==> config.mk <==
export PLATFORM = sky130hd
export DESIGN_NAME = arp_cache_responder_core
export DESIGN_NICKNAME = d
export VERILOG_FILES = /design/src/acr_pkg.sv /design/src/acr_ram.sv /design/src/acr_ctrl.sv /design/src/arp_cache_responder_core.sv
export VERILOG_INCLUDE_DIRS = /design/src /design/src/src
export SDC_FILE = /design/constraint.sdc
export NUM_CORES = 2
export LEC_CHECK = 0
export BUFFER_PORTS_ARGS = -buffer_cell sky130_fd_sc_hd__buf_2
export CAP_MARGIN = 5
export CORE_ASPECT_RATIO = 0.5
export CORE_MARGIN = 2
export CORE_UTILIZATION = 60
export DETAILED_ROUTE_END_ITERATION = 16
export GPL_TIMING_DRIVEN = 0
export HOLD_SLACK_MARGIN = 0.12
export PLACE_DENSITY = 0.79
export SYNTH_ARGS = -nofsm -noshare
export SYNTH_HDL_FRONTEND = slang
export SYNTH_SLANG_ARGS = --single-unit
==> constraint.sdc <==
create_clock -name i_clk -period 7.78 [get_ports i_clk]
set_input_delay 0.389 -clock i_clk [delete_from_list [all_inputs] [get_ports i_clk]]
set_output_delay 0.389 -clock i_clk [all_outputs]
set_load 0.005 [all_outputs]
==> src/assert_macros.svh <==
// Assertion macros used by the ARP cache sequencer.
`ifndef ASSERT_MACROS_SVH
`define ASSERT_MACROS_SVH

// Checked at every rising edge outside reset.
`define ACR_ASSERT(label, prop, msg) \
    label: assert property (@(posedge i_clk) disable iff (!i_rst_n) prop) \
        else $error(msg);

// Checked at every rising edge, reset included.
`define ACR_ASSERT_ALWAYS(label, prop, msg) \
    label: assert property (@(posedge i_clk) prop) \
        else $error(msg);

`endif

==> src/acr_pkg.sv <==
// Shared types and constants of the ARP cache and responder.
`default_nettype none

package acr_pkg;

    localparam int CACHE_ENTRIES_DEF = 16;

    localparam int IP_W  = 32;
    localparam int MAC_W = 48;
    localparam int OPC_W = 16;

    // Stream payload widths.
    localparam int S_TDATA_W = 160;
    localparam int RES_W     = 131;
    localparam int M_TDATA_W = 136;
    localparam int M_PAD_W   = M_TDATA_W - RES_W;

    // Configuration register indexes.
    localparam logic CFG_OWN_IP  = 1'b0;
    localparam logic CFG_OWN_MAC = 1'b1;

    // ARP opcodes, host order.
    localparam logic [OPC_W-1:0] OP_REQUEST = 16'd1;
    localparam logic [OPC_W-1:0] OP_REPLY   = 16'd2;

    typedef enum logic [1:0] {
        JOB_NONE,
        JOB_LOOKUP,
        JOB_LEARN
    } t_job_kind;

    typedef enum logic [1:0] {
        ST_IDLE,
        ST_SCAN,
        ST_DONE
    } t_state;

    // Decoded transaction handed to the sequencer.
    typedef struct packed {
        t_job_kind         kind;
        logic              reply;
        logic [IP_W-1:0]   key;
        logic [MAC_W-1:0]  mac;
    } t_job;

    // Table write strobes and data.
    typedef struct packed {
        logic              ip_we;
        logic              mac_we;
        logic [IP_W-1:0]   ip;
        logic [MAC_W-1:0]  mac;
    } t_tbl_wr;

    // One result transaction.
    typedef struct packed {
        logic              learn_dropped;
        logic [MAC_W-1:0]  lookup_mac;
        logic              lookup_hit;
        logic [IP_W-1:0]   reply_ip;
        logic [MAC_W-1:0]  reply_mac;
        logic              send_reply;
    } t_res;

endpackage

`default_nettype wire

==> src/acr_ram.sv <==
// Generic single-write, single-read RAM with registered read data.
`default_nettype none

module acr_ram #(
    parameter int WIDTH = 32,
    parameter int DEPTH = 16,
    localparam int AW   = (DEPTH > 1) ? $clog2(DEPTH) : 1
) (
    input  wire logic             i_clk,
    input  wire logic             i_we,
    input  wire logic [AW-1:0]    i_waddr,
    input  wire logic [WIDTH-1:0] i_wdata,
    input  wire logic [AW-1:0]    i_raddr,
    output logic      [WIDTH-1:0] o_rdata
);

    logic [WIDTH-1:0] r_mem [DEPTH];

    always_ff @(posedge i_clk) begin
        if (i_we) begin
            r_mem[i_waddr] <= i_wdata;
        end
        o_rdata <= r_mem[i_raddr];
    end

endmodule

`default_nettype wire

==> src/acr_ctrl.sv <==
// Sequencer: walks the table through one IP comparator, then learns or answers.
`default_nettype none
`include "assert_macros.svh"

module acr_ctrl
    import acr_pkg::*;
#(
    parameter int CACHE_ENTRIES = CACHE_ENTRIES_DEF,
    localparam int IW = (CACHE_ENTRIES > 1) ? $clog2(CACHE_ENTRIES) : 1,
    localparam int CW = $clog2(CACHE_ENTRIES + 1)
) (
    input  wire logic              i_clk,
    input  wire logic              i_rst_n,
    input  wire logic              i_start,
    input  wire t_job              i_job,
    output logic                   o_ready,
    output logic      [IW-1:0]     o_rd_addr,
    input  wire logic [IP_W-1:0]   i_rd_ip,
    input  wire logic [MAC_W-1:0]  i_rd_mac,
    output t_tbl_wr                o_wr,
    output logic      [IW-1:0]     o_wr_addr,
    output t_res                   o_res,
    output logic                   o_res_vld,
    input  wire logic              i_res_rdy
);

    t_state            r_state, n_state;
    t_job              r_job, n_job;
    logic [CW-1:0]     r_idx, n_idx;
    logic              r_pend, n_pend;
    logic [IW-1:0]     r_pidx, n_pidx;
    logic [CW-1:0]     r_fill, n_fill;
    logic              r_hit, n_hit;
    logic [MAC_W-1:0]  r_fmac, n_fmac;
    logic              r_drop, n_drop;
    logic              match;

    // the shared comparator: entry read last cycle against the key
    assign match = r_pend && (i_rd_ip == r_job.key);

    always_comb begin
        n_state       = r_state;
        n_job         = r_job;
        n_idx         = r_idx;
        n_pend        = 1'b0;
        n_pidx        = r_pidx;
        n_fill        = r_fill;
        n_hit         = r_hit;
        n_fmac        = r_fmac;
        n_drop        = r_drop;
        o_wr.ip_we    = 1'b0;
        o_wr.mac_we   = 1'b0;
        o_wr.ip       = r_job.key;
        o_wr.mac      = r_job.mac;
        o_wr_addr     = r_pidx;
        unique case (r_state)
            ST_IDLE: begin
                if (i_start) begin
                    n_job  = i_job;
                    n_idx  = '0;
                    n_hit  = 1'b0;
                    n_fmac = '0;
                    n_drop = 1'b0;
                    n_state = (i_job.kind == JOB_NONE) ? ST_DONE : ST_SCAN;
                end
            end
            ST_SCAN: begin
                if (match) begin
                    // first match wins
                    if (r_job.kind == JOB_LOOKUP) begin
                        n_hit  = 1'b1;
                        n_fmac = i_rd_mac;
                    end else begin
                        o_wr.mac_we = 1'b1;
                    end
                    n_state = ST_DONE;
                end else if (r_idx < r_fill) begin
                    n_idx  = r_idx + 1'b1;
                    n_pend = 1'b1;
                    n_pidx = r_idx[IW-1:0];
                end else begin
                    // miss: a learn appends, or drops when full
                    if (r_job.kind == JOB_LEARN) begin
                        if (r_fill < CW'(CACHE_ENTRIES)) begin
                            o_wr.ip_we  = 1'b1;
                            o_wr.mac_we = 1'b1;
                            o_wr_addr   = r_fill[IW-1:0];
                            n_fill      = r_fill + 1'b1;
                        end else begin
                            n_drop = 1'b1;
                        end
                    end
                    n_state = ST_DONE;
                end
            end
            ST_DONE: begin
                if (i_res_rdy) begin
                    n_state = ST_IDLE;
                end
            end
            default: n_state = ST_IDLE;
        endcase
    end

    always_ff @(posedge i_clk) begin
        if (!i_rst_n) begin
            r_state <= ST_IDLE;
            r_fill  <= '0;
            r_pend  <= 1'b0;
        end else begin
            r_state <= n_state;
            r_fill  <= n_fill;
            r_pend  <= n_pend;
        end
    end

    always_ff @(posedge i_clk) begin
        r_job  <= n_job;
        r_idx  <= n_idx;
        r_pidx <= n_pidx;
        r_hit  <= n_hit;
        r_fmac <= n_fmac;
        r_drop <= n_drop;
    end

    assign o_ready   = (r_state == ST_IDLE);
    assign o_rd_addr = r_idx[IW-1:0];
    assign o_res_vld = (r_state == ST_DONE);

    always_comb begin
        o_res.send_reply    = r_job.reply;
        o_res.reply_mac     = r_job.reply ? r_job.mac : '0;
        o_res.reply_ip      = r_job.reply ? r_job.key : '0;
        o_res.lookup_hit    = r_hit;
        o_res.lookup_mac    = r_fmac;
        o_res.learn_dropped = r_drop;
    end

    `ACR_ASSERT(a_fill_bound, r_fill <= CW'(CACHE_ENTRIES), "fill count beyond table size")
    `ACR_ASSERT(a_fill_step, $past(i_rst_n) |-> ((r_fill == $past(r_fill)) || (r_fill == $past(r_fill) + 1'b1)), "fill count moved by more than one")
    `ACR_ASSERT(a_append_room, o_wr.ip_we |-> (r_fill < CW'(CACHE_ENTRIES)), "append into a full table")
    `ACR_ASSERT_ALWAYS(a_reset_clear, !i_rst_n |=> ((r_state == ST_IDLE) && (r_fill == '0)), "reset left table state")

endmodule

`default_nettype wire

==> src/arp_cache_responder_core.sv <==
// Top level of the ARP cache and responder: stream ports, config, table, result register.
`default_nettype none

// ARP cache and responder. Holds up to CACHE_ENTRIES IPv4-to-MAC mappings,
// valid from index 0 up to a fill count that reset clears. An input
// transaction with tuser = 0 is a received ARP packet: a reply (opcode 2)
// learns its sender; a request (opcode 1) whose target IP equals own_ip
// learns its sender and asks for a reply to the sender's MAC and IP; any
// other packet is ignored and returns an all-zero result. Learning updates
// the MAC of the first entry whose IP matches, else appends, else (table
// full) drops the mapping and flags learn_dropped. tuser = 1 is a lookup of
// query_ip returning hit and MAC. Every input transaction yields exactly one
// result transaction.
// Timing: the table sits in one RAM pair with a single registered read
// port, walked one entry per cycle through a single IP comparator. A packet
// or lookup holds s_axis_tready low until its scan (cut short by an early
// hit) ends and its result enters the result register; an ignored packet
// skips the scan. That register lets the next transaction be accepted while
// a result waits on the master side. The user must write own_ip / own_mac
// through the config port only while the block is idle; the block does not
// enforce this; own_mac goes out only on o_own_mac, for the reply framer.

module arp_cache_responder_core
    import acr_pkg::*;
#(
    parameter int CACHE_ENTRIES = CACHE_ENTRIES_DEF
) (
    input  wire logic                 i_clk,
    input  wire logic                 i_rst_n,
    // slave side
    input  wire logic                 s_axis_tvalid,
    output logic                      s_axis_tready,
    // opcode[15:0], src_ip[47:16], src_mac[95:48],
    // dst_ip[127:96], query_ip[159:128]
    input  wire logic [S_TDATA_W-1:0] s_axis_tdata,
    // func[0]
    input  wire logic [0:0]           s_axis_tuser,
    // master side
    output logic                      m_axis_tvalid,
    input  wire logic                 m_axis_tready,
    // send_reply[0], reply_mac[48:1], reply_ip[80:49], lookup_hit[81],
    // lookup_mac[129:82], learn_dropped[130], zero pad[135:131]
    output logic      [M_TDATA_W-1:0] m_axis_tdata,
    // configuration write port
    input  wire logic                 i_cfg_we,
    input  wire logic                 i_cfg_idx,
    input  wire logic [MAC_W-1:0]     i_cfg_data,
    // station MAC, source address for the reply framer
    output logic      [MAC_W-1:0]     o_own_mac
);

    localparam int IW = (CACHE_ENTRIES > 1) ? $clog2(CACHE_ENTRIES) : 1;

    logic [IP_W-1:0]   r_own_ip;
    logic [MAC_W-1:0]  r_own_mac;

    logic [OPC_W-1:0]  opcode;
    logic [IP_W-1:0]   src_ip;
    logic [MAC_W-1:0]  src_mac;
    logic [IP_W-1:0]   dst_ip;
    logic [IP_W-1:0]   query_ip;
    logic              func;
    logic              is_req_for_us;
    t_job              job;
    logic              start;
    logic              ctrl_ready;

    logic [IW-1:0]     rd_addr;
    logic [IP_W-1:0]   rd_ip;
    logic [MAC_W-1:0]  rd_mac;
    t_tbl_wr           tbl_wr;
    logic [IW-1:0]     wr_addr;

    t_res              res;
    logic              res_vld;
    logic              res_rdy;
    logic              r_out_vld;
    t_res              r_out_res;

    // ---- configuration registers ----
    always_ff @(posedge i_clk) begin
        if (!i_rst_n) begin
            r_own_ip  <= '0;
            r_own_mac <= '0;
        end else if (i_cfg_we) begin
            unique case (i_cfg_idx)
                CFG_OWN_IP:  r_own_ip  <= i_cfg_data[IP_W-1:0];
                CFG_OWN_MAC: r_own_mac <= i_cfg_data;
                default:     r_own_ip  <= r_own_ip;
            endcase
        end
    end

    assign o_own_mac = r_own_mac;

    // ---- unpack and classify the incoming transaction ----
    assign opcode   = s_axis_tdata[15:0];
    assign src_ip   = s_axis_tdata[47:16];
    assign src_mac  = s_axis_tdata[95:48];
    assign dst_ip   = s_axis_tdata[127:96];
    assign query_ip = s_axis_tdata[159:128];
    assign func     = s_axis_tuser[0];

    assign is_req_for_us = (opcode == OP_REQUEST) && (dst_ip == r_own_ip);

    always_comb begin
        job.reply = !func && is_req_for_us;
        job.key   = func ? query_ip : src_ip;
        job.mac   = src_mac;
        if (func) begin
            job.kind = JOB_LOOKUP;
        end else if ((opcode == OP_REPLY) || is_req_for_us) begin
            job.kind = JOB_LEARN;
        end else begin
            job.kind = JOB_NONE;
        end
    end

    assign s_axis_tready = ctrl_ready;
    assign start         = s_axis_tvalid && ctrl_ready;

    // ---- table: IP and MAC columns share one address ----
    acr_ram #(
        .WIDTH (IP_W),
        .DEPTH (CACHE_ENTRIES)
    ) u_ip_ram (
        .i_clk   (i_clk),
        .i_we    (tbl_wr.ip_we),
        .i_waddr (wr_addr),
        .i_wdata (tbl_wr.ip),
        .i_raddr (rd_addr),
        .o_rdata (rd_ip)
    );

    acr_ram #(
        .WIDTH (MAC_W),
        .DEPTH (CACHE_ENTRIES)
    ) u_mac_ram (
        .i_clk   (i_clk),
        .i_we    (tbl_wr.mac_we),
        .i_waddr (wr_addr),
        .i_wdata (tbl_wr.mac),
        .i_raddr (rd_addr),
        .o_rdata (rd_mac)
    );

    // ---- sequencer ----
    acr_ctrl #(
        .CACHE_ENTRIES (CACHE_ENTRIES)
    ) u_ctrl (
        .i_clk     (i_clk),
        .i_rst_n   (i_rst_n),
        .i_start   (start),
        .i_job     (job),
        .o_ready   (ctrl_ready),
        .o_rd_addr (rd_addr),
        .i_rd_ip   (rd_ip),
        .i_rd_mac  (rd_mac),
        .o_wr      (tbl_wr),
        .o_wr_addr (wr_addr),
        .o_res     (res),
        .o_res_vld (res_vld),
        .i_res_rdy (res_rdy)
    );

    // ---- result register: decouples the master side ----
    assign res_rdy = !r_out_vld || m_axis_tready;

    always_ff @(posedge i_clk) begin
        if (!i_rst_n) begin
            r_out_vld <= 1'b0;
        end else if (res_vld && res_rdy) begin
            r_out_vld <= 1'b1;
        end else if (m_axis_tready) begin
            r_out_vld <= 1'b0;
        end
    end

    always_ff @(posedge i_clk) begin
        if (res_vld && res_rdy) begin
            r_out_res <= res;
        end
    end

    assign m_axis_tvalid = r_out_vld;
    assign m_axis_tdata  = {{M_PAD_W{1'b0}},
                            r_out_res.learn_dropped,
                            r_out_res.lookup_mac,
                            r_out_res.lookup_hit,
                            r_out_res.reply_ip,
                            r_out_res.reply_mac,
                            r_out_res.send_reply};

endmodule

`default_nettype wire

==> impl_metrics.json <==
{
  "cts_tree": "yes",
  "rsz0062_at_grt": "no",
  "synth_top_area_frac": 0.734,
  "synth_edf_count": 1553,
  "fin_crit_sh": 0.753,
  "dp_hpwl_um": 99500,
  "register_area_um2": 50000,
  "rr_endpoint": "u_mac_ram.r_mem[11][18]$_DFFE_PP_",
  "cts_buffers": 141,
  "holdCritStartpoint": "s_axis_tdata[96]",
  "synth_cells": 2902,
  "cts_root_buf": "clkbuf_16",
  "die_w_um": 464,
  "place_area_um2": 69300,
  "clock-sinks": 1722,
  "drc": 0,
  "first_iter_violations": 5065,
  "timing.rr.start": "u_ctrl.o_wr[51]$_DFFE_PP_",
  "grt_max_degree": 36,
  "max_freq_ghz": 0.171,
  "ys_ff_latch": 1722,
  "cts_resized": 0,
  "synth_cell_types": 46,
  "stdcell_count": 5226,
  "reg2reg_setup_slack_ns": 1.92,
  "netlist_top_cells_area": "edfxtp_1, mux4_2, dfxtp_1",
  "drt-vias-per-instance": 6.51,
  "wirelength_um": 172000,
  "cts.clk_slew.worst_paths_ns": 0.07,
  "drv_cap": 0,
  "async_flop_share": 0,
  "grt_pass1_vias": 34762,
  "finalPower_uw": 19000,
  "ys.warnings.count": 0,
  "drt-pass1-iter-count": 8,
  "layout_common_cells": "edfxtp_1, buf_2, mux4_2, nand2_1",
  "fin_worst_skew_ns": 0.0372,
  "drtAntennaViolNets": 0,
  "hold_viol": 0,
  "multi_input_area_um2": 13300,
  "avgSynthCellArea_um2": 21.9,
  "fillers": 5746,
  "timing.final.ws_setup_ns": 1.92,
  "worstPathRequired_ns": 8.25,
  "hold_depth": 4,
  "start_util": 0.605,
  "grt_pass1_wl_um": 244000,
  "port_buffers": 394,
  "fin_crit_ns": 5.86,
  "setup_viol": 0,
  "ys_seq_area_frac": 0.787,
  "crit_type": "flip-flop to flip-flop",
  "wl_per_cell_um": 32.9,
  "clkPwrFrac": 0.380,
  "design_area_um2": 75500,
  "seqPwrFrac": 0.556,
  "rows": 84,
  "gr-total-overflow": 0,
  "h-tree-depth": 4,
  "reg2reg_depth": 9,
  "drive_gt1_frac": 0.306,
  "dp_slack_ns": 2.41,
  "hold_end": "u_ctrl.o_res[0]$_DFFE_PP_",
  "arrival_ns": 6.33,
  "cts_hold_buf": 169,
  "hold_class": "input port to flip-flop",
  "post_cts_buffers": 0,
  "cp-end-kind": "flip-flop",
  "place_inst": 4791,
  "power.density_nw_per_um2": 251,
  "synth_top_area_cell": "edfxtp_1",
  "final_common_cell": "edfxtp_1",
  "synth_area_um2": 63500,
  "tightest_slew_ns": 1.35,
  "die_area_um2": 109000,
  "relSlewSlack": 0.103,
  "antenna_found_initial": 7,
  "clockBufferDepth": 3,
  "nets": 3906,
  "vias": 34042,
  "worstPathMaxFanout": 20,
  "total_leakage_power_uw": 0.0248,
  "status": "complete, no violations",
  "core_um2": 105000,
  "vdd_drop_max_v": 0.000277,
  "syn2layout_area_growth_pct": 18.8,
  "gp_congestion": 0.888,
  "slew_viol_final": 0,
  "internal_power_uw": 14700,
  "p_comb_frac": 0.065,
  "clock_latency_ns": 0.79,
  "io_pins": 401,
  "p_sw_frac": 0.225,
  "startpoint_type": "flip-flop",
  "grt.total_usage": 0.320,
  "p_switching_uw": 4270,
  "die_y_um": 234,
  "ys.flop_type": "edfxtp_1"
}
per-layer routing:
| metal | vias to the layer above | GRT usage | share of wire |
|---|---|---|---|
| met4 | 2 | 0.142 | 0.044 |
| li1 | 13363 | - | - |
| met5 | - | 0 | 0.000076 |
| met3 | 485 | 0.0609 | 0.10 |
| met1 | 17585 | 0.431 | 0.36 |
| met2 | 2607 | 0.523 | 0.49 |
cell type report:
type / count / share of cell area
Sequential cell: 1722 / 0.663
Clock inverter: 71 / 0.00878
Buffer: 145 / 0.00772
Clock buffer: 189 / 0.0511
Multi-Input combinational cell: 1031 / 0.176
Inverter: 8 / 0.000398
Antenna cell: 5 / 0.000166
Timing Repair Buffer: 636 / 0.0701
Tap cell: 1419 / 0.0235
critical path, cell delays in order (launching register included):
cell	delay (ns)
edfxtp_1	0.79
xor2_1	0.26
nor4_1	0.68
nand4_1	0.34
nor4_1	1.16
clkbuf_1	0.50
nand4b_1	0.52
o22ai_4	0.75
buf_12	0.28
buf_12	0.22
cells by family (layout without fill, tap and decap cells):
kind of cell             Yosys count  in the layout  synth area share
adder cells (fa/ha/maj)            6              6           0.00118
multiplexers                     434            434             0.148
other                              1             10         0.0000590
AND/OR/NAND/NOR                  404            404            0.0318
buffers and inverters            153           1049           0.00965
flip-flops                      1722           1722             0.787
XOR/XNOR                          67             67           0.00924
AO/OA/AOI/OAI                    115            115            0.0129
cells in the mapped netlist, types with 6 or more instances:
cell / instances
a21boi_0: 83
a21oi_1: 9
and2_1: 130
buf_1: 31
buf_2: 10
clkbuf_1: 98
dfxtp_1: 169
edfxtp_1: 1553
ha_1: 6
inv_1: 7
mux2_2: 32
mux4_2: 400
nand2_1: 177
nand2b_1: 9
nand4_1: 7
nor2_1: 33
nor4_1: 23
o22ai_1: 12
xor2_1: 62
power by group through the flow:
stage / Combinational [uW] / Sequential [uW] / Clock (uW)
finish: 1220 / 10500 / 7210
detailed placement: 1110 / 10700 / 0
global placement: 1050 / 10700 / 0
floorplan: 672 / 10700 / 0
CTS: 1210 / 10500 / 7210
global route: 1280 / 10600 / 7550
worst max path at each step:
| stage | start | to | slack [ns] | cells past startpoint |
|---|---|---|---|---|
| 5_1_grt | u_ctrl.o_wr[51]$_DFFE_PP_ | u_mac_ram.r_mem[10][17]$_DFFE_PP_ | 1.89 | 9 |
| 2_1_floorplan | u_ctrl.r_state[1]$_SDFFE_PN0P_ | u_ctrl.r_fmac[0]$_SDFFCE_PN0P_ | 0.67 | 4 |
| 6_report | u_ctrl.o_wr[51]$_DFFE_PP_ | u_mac_ram.r_mem[11][18]$_DFFE_PP_ | 1.92 | 9 |
| 3_5_place_dp | u_ctrl.o_wr[51]$_DFFE_PP_ | u_mac_ram.r_mem[10][24]$_DFFE_PP_ | 2.41 | 9 |
| 4_1_cts | u_ctrl.o_wr[51]$_DFFE_PP_ | u_mac_ram.r_mem[10][13]$_DFFE_PP_ | 2.12 | 9 |
| 3_3_place_gp | s_axis_tvalid | u_ctrl.r_fmac[24]$_SDFFCE_PN0P_ | -5.78 | 5 |
stage by stage:
stage,setup TNS [ns],hold slack [ns],util
floorplan,0,0.400,-
global placement,-1865.22,0.405,0.641
detailed placement,0,0.405,0.660
CTS,0,0.149,0.719
global route,0,0.215,0.719
finish,0,0.189,0.719
state kept, by name, summed over array words and instances (netlist names):
| register | flops |
|---|---|
| u_ctrl.r_state | 2 |
| u_ctrl.r_hit | 1 |
| u_ip_ram.r_mem | 512 |
| u_ctrl.r_fmac | 48 |
| r_own_ip | 32 |
| u_ctrl.r_job | 2 |
| u_mac_ram.o_rdata | 48 |
| u_ctrl.r_pidx | 4 |
| m_axis_tdata | 131 |
| u_ctrl.r_pend | 1 |
| u_ctrl.r_idx | 5 |
| u_mac_ram.r_mem | 768 |
| u_ctrl.r_drop | 1 |
| u_ctrl.o_wr | 80 |
| o_own_mac | 48 |
| u_ctrl.r_fill | 5 |
| u_ctrl.o_res | 1 |
| m_axis_tvalid | 1 |
| u_ip_ram.o_rdata | 32 |
Power figures use the tool's default switching activity.
